$ cat src/design/bfiq_pkg.sv
// Package for the Bloom filter insert/query block.
// Holds the sizes, operation codes and the request/response types of the
// modulo unit. It depends on nothing else.
package bfiq_pkg;

  localparam int MAX_FILTER_BITS = 4096;
  localparam int MAX_PROBES      = 30;
  localparam int MIN_FILTER_BITS = 64;
  localparam int HASH_W          = 32;
  localparam int BIT_W           = 13;
  localparam int PROBE_W         = 8;
  localparam int LEFT_W          = 5;
  localparam int FILTER_DEPTH    = MAX_FILTER_BITS / 8;
  localparam int ADDR_W          = $clog2(FILTER_DEPTH);
  localparam int ROTATE_RIGHT    = 17;
  localparam int MOD_STEPS       = 4;
  localparam int MOD_CYCLES      = HASH_W / MOD_STEPS;
  localparam int MOD_CNT_W       = $clog2(MOD_CYCLES);

  localparam logic [BIT_W-1:0]   BIT_COUNT_RESET   = BIT_W'(1024);
  localparam logic [PROBE_W-1:0] PROBE_COUNT_RESET = PROBE_W'(6);

  localparam logic [1:0] KIND_INSERT = 2'd0;
  localparam logic [1:0] KIND_QUERY  = 2'd1;
  localparam logic [1:0] KIND_CLEAR  = 2'd2;

  localparam logic CFG_BIT_COUNT   = 1'b0;
  localparam logic CFG_PROBE_COUNT = 1'b1;

  typedef struct packed {
    logic              start;
    logic [HASH_W-1:0] dividend;
    logic [BIT_W-1:0]  divisor;
  } mod_req_t;

  typedef struct packed {
    logic             done;
    logic [BIT_W-1:0] rem;
  } mod_rsp_t;

endpackage

$ cat src/design/bfiq_mod_unit.sv
// Iterative remainder unit: 32-bit hash modulo the filter bit count.
// Restoring reduction, four bits per cycle. Uses bfiq_pkg.
module bfiq_mod_unit (
  input  logic               clk,
  input  logic               rst_n,
  input  bfiq_pkg::mod_req_t req,
  output bfiq_pkg::mod_rsp_t rsp
);

  logic                                   busy_r;
  logic [bfiq_pkg::MOD_CNT_W-1:0]         cnt_r;
  logic [bfiq_pkg::HASH_W-1:0]            dvd_r;
  logic [bfiq_pkg::BIT_W-1:0]             div_r;
  logic [bfiq_pkg::BIT_W-1:0]             acc_r;
  logic                                   done_r;
  logic [bfiq_pkg::BIT_W-1:0]             rem_r;
  logic [bfiq_pkg::BIT_W-1:0]             step_rem;
  logic [bfiq_pkg::HASH_W-1:0]            step_dvd;
  logic                                   last;

  // Four dependent shift, compare and subtract steps on 14-bit values.
  always_comb begin
    logic [bfiq_pkg::BIT_W:0]    acc;
    logic [bfiq_pkg::HASH_W-1:0] d;
    acc = {1'b0, acc_r};
    d   = dvd_r;
    for (int i = 0; i < bfiq_pkg::MOD_STEPS; i++) begin
      acc = {acc[bfiq_pkg::BIT_W-1:0], d[bfiq_pkg::HASH_W-1]};
      d   = {d[bfiq_pkg::HASH_W-2:0], 1'b0};
      if (acc >= {1'b0, div_r}) begin
        acc = acc - {1'b0, div_r};
      end
    end
    step_rem = acc[bfiq_pkg::BIT_W-1:0];
    step_dvd = d;
  end

  assign last = busy_r && (cnt_r == bfiq_pkg::MOD_CNT_W'(bfiq_pkg::MOD_CYCLES - 1));

  always_ff @(posedge clk) begin
    if (!rst_n) begin
      busy_r <= 1'b0;
      cnt_r  <= '0;
      done_r <= 1'b0;
    end else begin
      done_r <= last;
      if (req.start) begin
        busy_r <= 1'b1;
        cnt_r  <= '0;
      end else if (busy_r) begin
        cnt_r <= cnt_r + 1'b1;
        if (last) begin
          busy_r <= 1'b0;
        end
      end
    end
  end

  always_ff @(posedge clk) begin
    if (req.start) begin
      dvd_r <= req.dividend;
      div_r <= req.divisor;
      acc_r <= '0;
    end else if (busy_r) begin
      dvd_r <= step_dvd;
      acc_r <= step_rem;
    end
    if (last) begin
      rem_r <= step_rem;
    end
  end

  assign rsp.done = done_r;
  assign rsp.rem  = rem_r;

endmodule

$ cat src/design/bloom_filter_insert_query.sv
// Bloom filter with double hashing: insert, query and clear of a 4096-bit array.
// Top level; uses bfiq_pkg and bfiq_mod_unit.
//
// Each input word carries an operation and the 32-bit hash of a key. Probe j of
// a key uses bit (h + j*delta) mod bits, where delta is the hash rotated right by
// 17 and bits is the configured count, raised to 64, rounded up to a multiple of
// eight and clamped to 4096. A shared remainder unit reduces the hash four bits a
// cycle; each probe passes through the remainder unit, then a step for its result
// and the registered read of the byte array, then a step to test or set the bit.
// An insert runs min(probe_count,30) probes; a query stops at the first clear bit,
// and a query with zero probes or more than 30 answers 1. A clear, and reset,
// sweep the 512-byte array one byte a cycle, and no word is taken during the sweep.
// Only queries give a result word; kind 3 is taken and ignored. The block works
// on one word at a time, but a finished answer waits in an output register, so
// the next word may be taken before it is collected. Configuration writes land
// at once and must only be made while the block is idle.
module bloom_filter_insert_query (
  input  logic                            clk,
  input  logic                            rst_n,
  input  logic                            in_valid,
  output logic                            in_ready,
  input  logic [1:0]                      in_kind,
  input  logic [bfiq_pkg::HASH_W-1:0]     in_key_hash,
  output logic                            out_valid,
  input  logic                            out_ready,
  output logic                            out_may_match,
  input  logic                            cfg_we,
  input  logic                            cfg_index,
  input  logic [bfiq_pkg::BIT_W-1:0]      cfg_wdata
);

  typedef enum logic [4:0] {
    S_IDLE  = 5'b00001,
    S_CLEAR = 5'b00010,
    S_MOD   = 5'b00100,
    S_UPD   = 5'b01000,
    S_RESP  = 5'b10000
  } state_t;

  state_t                          state_r, state_nxt;
  logic [bfiq_pkg::ADDR_W-1:0]     clr_cnt_r, clr_cnt_nxt;
  logic [bfiq_pkg::HASH_W-1:0]     h_r, h_nxt;
  logic [bfiq_pkg::HASH_W-1:0]     delta_r, delta_nxt;
  logic [bfiq_pkg::BIT_W-1:0]      bits_r, bits_nxt;
  logic [bfiq_pkg::LEFT_W-1:0]     left_r, left_nxt;
  logic                            is_query_r, is_query_nxt;
  logic                            hit_r, hit_nxt;
  logic                            out_valid_r, out_valid_nxt;
  logic                            out_may_match_r, out_may_match_nxt;
  logic [bfiq_pkg::BIT_W-1:0]      fbc_r;
  logic [bfiq_pkg::PROBE_W-1:0]    pc_r;

  logic [7:0]                      mem [bfiq_pkg::FILTER_DEPTH];
  logic [7:0]                      rd_data_r;
  logic [bfiq_pkg::ADDR_W-1:0]     addr_r;
  logic [2:0]                      bsel_r;
  logic                            mem_we;
  logic [bfiq_pkg::ADDR_W-1:0]     mem_waddr;
  logic [7:0]                      mem_wdata;

  bfiq_pkg::mod_req_t              mod_req;
  bfiq_pkg::mod_rsp_t              mod_rsp;

  logic [bfiq_pkg::BIT_W-1:0]      bits_use;
  logic [bfiq_pkg::LEFT_W-1:0]     ins_probes;
  logic                            query_trivial;
  logic [bfiq_pkg::HASH_W-1:0]     in_delta;

  // Configuration registers.
  always_ff @(posedge clk) begin
    if (!rst_n) begin
      fbc_r <= bfiq_pkg::BIT_COUNT_RESET;
      pc_r  <= bfiq_pkg::PROBE_COUNT_RESET;
    end else if (cfg_we) begin
      unique case (cfg_index)
        bfiq_pkg::CFG_BIT_COUNT:   fbc_r <= cfg_wdata;
        bfiq_pkg::CFG_PROBE_COUNT: pc_r  <= cfg_wdata[bfiq_pkg::PROBE_W-1:0];
        default: ;
      endcase
    end
  end

  // Effective bit count: at least 64, rounded up to whole bytes, at most 4096.
  always_comb begin
    logic [bfiq_pkg::BIT_W:0] b;
    b = {1'b0, fbc_r};
    if (b < (bfiq_pkg::BIT_W+1)'(bfiq_pkg::MIN_FILTER_BITS)) begin
      b = (bfiq_pkg::BIT_W+1)'(bfiq_pkg::MIN_FILTER_BITS);
    end
    b = (b + (bfiq_pkg::BIT_W+1)'(7)) & ~(bfiq_pkg::BIT_W+1)'(7);
    if (b > (bfiq_pkg::BIT_W+1)'(bfiq_pkg::MAX_FILTER_BITS)) begin
      b = (bfiq_pkg::BIT_W+1)'(bfiq_pkg::MAX_FILTER_BITS);
    end
    bits_use = b[bfiq_pkg::BIT_W-1:0];
  end

  assign ins_probes = (pc_r > bfiq_pkg::PROBE_W'(bfiq_pkg::MAX_PROBES))
                    ? bfiq_pkg::LEFT_W'(bfiq_pkg::MAX_PROBES) : pc_r[bfiq_pkg::LEFT_W-1:0];
  assign query_trivial = (pc_r == '0) || (pc_r > bfiq_pkg::PROBE_W'(bfiq_pkg::MAX_PROBES));
  assign in_delta = {in_key_hash[bfiq_pkg::ROTATE_RIGHT-1:0],
                     in_key_hash[bfiq_pkg::HASH_W-1:bfiq_pkg::ROTATE_RIGHT]};

  always_comb begin
    state_nxt         = state_r;
    clr_cnt_nxt       = clr_cnt_r;
    h_nxt             = h_r;
    delta_nxt         = delta_r;
    bits_nxt          = bits_r;
    left_nxt          = left_r;
    is_query_nxt      = is_query_r;
    hit_nxt           = hit_r;
    out_valid_nxt     = out_valid_r;
    out_may_match_nxt = out_may_match_r;
    mem_we            = 1'b0;
    mem_waddr         = addr_r;
    mem_wdata         = rd_data_r | (8'd1 << bsel_r);
    in_ready          = (state_r == S_IDLE);
    mod_req.start     = 1'b0;
    mod_req.dividend  = (state_r == S_IDLE) ? in_key_hash : h_r + delta_r;
    mod_req.divisor   = (state_r == S_IDLE) ? bits_use : bits_r;

    if (out_valid_r && out_ready) begin
      out_valid_nxt = 1'b0;
    end

    unique case (state_r)
      S_IDLE: begin
        if (in_valid) begin
          h_nxt        = in_key_hash;
          delta_nxt    = in_delta;
          bits_nxt     = bits_use;
          hit_nxt      = 1'b1;
          unique case (in_kind)
            bfiq_pkg::KIND_INSERT: begin
              if (ins_probes != '0) begin
                left_nxt      = ins_probes;
                is_query_nxt  = 1'b0;
                mod_req.start = 1'b1;
                state_nxt     = S_MOD;
              end
            end
            bfiq_pkg::KIND_QUERY: begin
              if (query_trivial) begin
                state_nxt = S_RESP;
              end else begin
                left_nxt      = pc_r[bfiq_pkg::LEFT_W-1:0];
                is_query_nxt  = 1'b1;
                mod_req.start = 1'b1;
                state_nxt     = S_MOD;
              end
            end
            bfiq_pkg::KIND_CLEAR: begin
              clr_cnt_nxt = '0;
              state_nxt   = S_CLEAR;
            end
            default: ;
          endcase
        end
      end
      S_CLEAR: begin
        mem_we      = 1'b1;
        mem_waddr   = clr_cnt_r;
        mem_wdata   = '0;
        clr_cnt_nxt = clr_cnt_r + 1'b1;
        if (clr_cnt_r == bfiq_pkg::ADDR_W'(bfiq_pkg::FILTER_DEPTH - 1)) begin
          state_nxt = S_IDLE;
        end
      end
      S_MOD: begin
        if (mod_rsp.done) begin
          state_nxt = S_UPD;
        end
      end
      S_UPD: begin
        if (is_query_r && !rd_data_r[bsel_r]) begin
          hit_nxt   = 1'b0;
          state_nxt = S_RESP;
        end else begin
          mem_we   = !is_query_r;
          h_nxt    = h_r + delta_r;
          left_nxt = left_r - 1'b1;
          if (left_r == bfiq_pkg::LEFT_W'(1)) begin
            state_nxt = is_query_r ? S_RESP : S_IDLE;
          end else begin
            mod_req.start = 1'b1;
            state_nxt     = S_MOD;
          end
        end
      end
      S_RESP: begin
        if (!out_valid_r || out_ready) begin
          out_valid_nxt     = 1'b1;
          out_may_match_nxt = hit_r;
          state_nxt         = S_IDLE;
        end
      end
      default: state_nxt = S_IDLE;
    endcase
  end

  always_ff @(posedge clk) begin
    if (!rst_n) begin
      state_r     <= S_CLEAR;
      clr_cnt_r   <= '0;
      out_valid_r <= 1'b0;
    end else begin
      state_r     <= state_nxt;
      clr_cnt_r   <= clr_cnt_nxt;
      out_valid_r <= out_valid_nxt;
    end
  end

  always_ff @(posedge clk) begin
    h_r             <= h_nxt;
    delta_r         <= delta_nxt;
    bits_r          <= bits_nxt;
    left_r          <= left_nxt;
    is_query_r      <= is_query_nxt;
    hit_r           <= hit_nxt;
    out_may_match_r <= out_may_match_nxt;
  end

  // Filter byte array: one write port, one registered read port. The read is
  // taken when the remainder arrives; the bit position picks byte and bit.
  always_ff @(posedge clk) begin
    if (mem_we) begin
      mem[mem_waddr] <= mem_wdata;
    end
    if (state_r == S_MOD && mod_rsp.done) begin
      rd_data_r <= mem[mod_rsp.rem[bfiq_pkg::ADDR_W+2:3]];
      addr_r    <= mod_rsp.rem[bfiq_pkg::ADDR_W+2:3];
      bsel_r    <= mod_rsp.rem[2:0];
    end
  end

  bfiq_mod_unit u_mod (
    .clk   (clk),
    .rst_n (rst_n),
    .req   (mod_req),
    .rsp   (mod_rsp)
  );

  assign out_valid     = out_valid_r;
  assign out_may_match = out_may_match_r;

endmodule

$ cat config.mk
export PLATFORM = sky130hd
export DESIGN_NAME = bloom_filter_insert_query
export DESIGN_NICKNAME = d
export VERILOG_FILES = /design/src/design/bfiq_pkg.sv /design/src/design/bfiq_mod_unit.sv /design/src/design/bloom_filter_insert_query.sv
export SDC_FILE = /design/constraint.sdc
export NUM_CORES = 2
export LEC_CHECK = 0
export BUFFER_PORTS_ARGS = -buffer_cell sky130_fd_sc_hd__buf_4
export CAP_MARGIN = 20
export CORE_MARGIN = 2
export CORE_UTILIZATION = 45
export CTS_BUF_LIST = sky130_fd_sc_hd__clkbuf_8 sky130_fd_sc_hd__clkbuf_16
export DETAILED_ROUTE_END_ITERATION = 16
export GPL_TIMING_DRIVEN = 0
export PLACE_DENSITY = 0.63
export SYNTH_ARGS = -nofsm -noshare
export SYNTH_HDL_FRONTEND = slang
export SYNTH_SLANG_ARGS = --single-unit
$ cat constraint.sdc
create_clock -name clk -period 22.3 [get_ports clk]
set_input_delay 4.46 -clock clk [delete_from_list [all_inputs] [get_ports clk]]
set_output_delay 4.46 -clock clk [all_outputs]
set_load 0.01 [all_outputs]
==> metrics.txt <==
vias=around 86k; CP peak stage delay=approximately 0.5 ns; cell row count=225; DIE WIDTH=between 600 and 700 um; critical path's most frequent cell=ha_1; ANT nets after route=0; fin crit share=45.80%; crit path from=u_mod.div_r[4]$_DFFE_PP_; synth warn=0; Post-Syn Area=0.1702 sq mm; met3 usage=5.473%; critical path class=reg -> reg; layout cells sized above 1=27.94%; CTS tree=done; gpl congestion=0.9063; post-synthesis sequential area ratio=75.64%; routed len/inst=~35 um; pin count of the biggest net entering global routing=51; initial antenna violation count=46; Syn Area/Cell=around 22 sq um; power per standard cell area=95.26 mW/mm^2; NumNets Final=8610; final setup vio count=0; Startpoint Class=register; initial core utilization=45.26%; RSZ-0062 raised after global routing=false; Slew headroom=17.00%; vias in the first global route=~85k; Async SR Flop Fraction=0%; DIE HEIGHT=619.1 um; FF-to-FF Start=u_mod.div_r[4]$_DFFE_PP_; synthesized flop and latch total=4306; ys flop type=edfxtp_1; Most Crowded Layer GR=met2; worst clock skew=0.05478 ns; DRT Wirelength=481.9 mm; dpl cells=13.03k; count leader, synth=edfxtp_1; all-layer global routing usage=between 20 and 30%; postcts setup bufs=0; final hold vios=0; number of synthesized flops with an enable pin=4252; DIE AREA=0.3832 sq mm; Clock Path Buffers=4; via-per-instance ratio=6.203; worst slew pin tran=1.245 ns; top cells by area, synth=edfxtp_1 (75%), mux4_2 (18%), nor2_1 (1.4%); Synth Net Count=7932; First DRT Iteration DRCs=12.23k; GR Layer Usage met1=34.43%; Post-Synthesis Cells=a little under 8k; CTS Hold Bufs=0; Critical Path End Type=register; Num CTS Buffers=between 400 and 500; I/O Buffers=55; Remaining DRCs=0; Clock Latency Late Sink=1.01 ns; P_leak=61.89 nW; Worst EP required=23.11 ns; hpwl dp=336.9 mm; I/O Pins=between 50 and 60; post-layout instance count excluding filler cells=13.85k; crit path time final=10.21 ns; Slew Limit Fails=0; CP max-delay cell=edfxtp_1; Max Cap Violations=0; Overflow after GRT=0; Pre-antenna DRT Iters=6; CTS root buf=clkbuf_16; top cells by count, synth=edfxtp_1 (4252), mux4_2 (1346), nor2_1 (628), nand2_1 (293), clkbuf_1 (252); clock-pin slew on the worst setup and hold paths=0.06 ns; htree depth=5; HP Start=hit_r$_DFFE_PP_; cell taking the most area after synthesis=edfxtp_1; Core Area=0.3761 sq mm; Achievable Freq=97.91 MHz; Post-CTS Resized=0; GRT met2 Usage=39.27%; first-pass GRT wire length=666.6 mm; area share of the largest cell type after synthesis=about 75%; Crit Path Max Fanout=10; clock sink count=4306; Max VDD drop=0.0001740 V; HP Class=reg -> reg; area growth from synthesis to layout=14.48%; Worst Path Arrival=around 11 ns; TNS Setup=0 ns; run status=completed; Yosys cell types=76
## final cells by class
| type | instances | area [sq um] |
|---|---|---|
| flip-flops and latches | 4306 | 128800 |
| clock inverters | 352 | 2816 |
| inverters | 57 | 214.0 |
| diodes | 24 | 60.06 |
| fillers | 29110 | 181200 |
| plain buffers | 438 | 1952 |
| well taps | 4994 | 6248 |
| repair buffers | 245 | 4355 |
| multi-input cells | 2993 | 39500 |
| clock buffers | 441 | 10990 |
## worst max-delay path, delay by kind of cell (launching register included)
kind | cells | cell delay, ns
compound gates | 20 | 4.47
simple gates | 8 | 1.67
fa+ha+maj | 4 | 1.36
mux | 3 | 1.03
buf+inv | 5 | 1.02
flops | 1 | 0.50
## where the power goes
part           internal (mW)  switching, mW  total (mW)
registers               9.08         0.0196        9.10
clock network           4.02           3.09        7.11
logic                  0.863           1.49        2.35
## flip-flops by register name (all words and copies together), names as in the netlist, 9 cells and up
| register | count |
|---|---|
| u_mod.dvd_r | 32 |
| clr_cnt_r | 9 |
| mem | 4096 |
| bits_r | 10 |
| u_mod.div_r | 10 |
| addr_r | 9 |
| delta_r | 32 |
| fbc_r | 13 |
| u_mod.acc_r | 13 |
| h_r | 32 |
| u_mod.rem_r | 12 |
## placed cells by master (no fill, tap or decap), drive strengths merged, types with 80 or more instances in the layout
cell / Yosys / routed
nor2: 628 / 628
ha: 80 / 80
clkinv: 2 / 196
edfxtp: 4252 / 4252
nand2: 293 / 293
buf: 186 / 431
a21oi: 88 / 88
clkbuf: 252 / 693
inv: 55 / 157
mux4: 1346 / 1346
## metrics by stage
stage / util (%) / hold WS [ns] / setup WS (ns) / area, sq um / power, mW
floorplan: - / 0.4003 / 6.952 / 170200 / 10.93
global placement: 47.03 / 0.4022 / -8.985 / 176900 / 11.72
detailed placement: 48.11 / 0.4052 / 12.25 / 180900 / 11.56
CTS: 51.78 / 0.4203 / 12.19 / 194800 / 18.57
global route: 51.80 / 0.4330 / 11.33 / 194800 / 19.10
finish: 51.82 / 0.4223 / 12.09 / 194900 / 18.57
## metal layers
layer / wire (um) / share of wire (%)
met1: 182300 / 38
met2: 226400 / 47
met3: 51830 / 11
met4: 21330 / 4.4
met5: 138 / 0.029
## logic make-up (layout without fill, tap and decap cells)
kind of cell	count (synthesis)	in the layout	synth area share, %
AND/OR/NAND/NOR	1100	1100	2.674
flip-flops	4306	4306	75.64
multiplexers	1409	1409	18.21
buffers and inverters	495	1533	1.219
AO/OA/AOI/OAI	326	326	1.243
adder cells (fa/ha/maj)	85	85	0.6468
other	0	24	0
XOR/XNOR	73	73	0.3756
## path summary, 6_finish.rpt
check | to | slack (ns) | cells past startpoint
setup / recovery | u_mod.acc_r[12]$_SDFFE_PP0P_ | 12.09 | 40
hold / removal | out_may_match$_DFFE_PP_ | 0.42 | 0
setup reg to reg | u_mod.acc_r[12]$_SDFFE_PP0P_ | 12.09 | 40
hold reg to reg | out_may_match$_DFFE_PP_ | 0.42 | 0
Note: power is estimated with default switching activity, not from simulation.
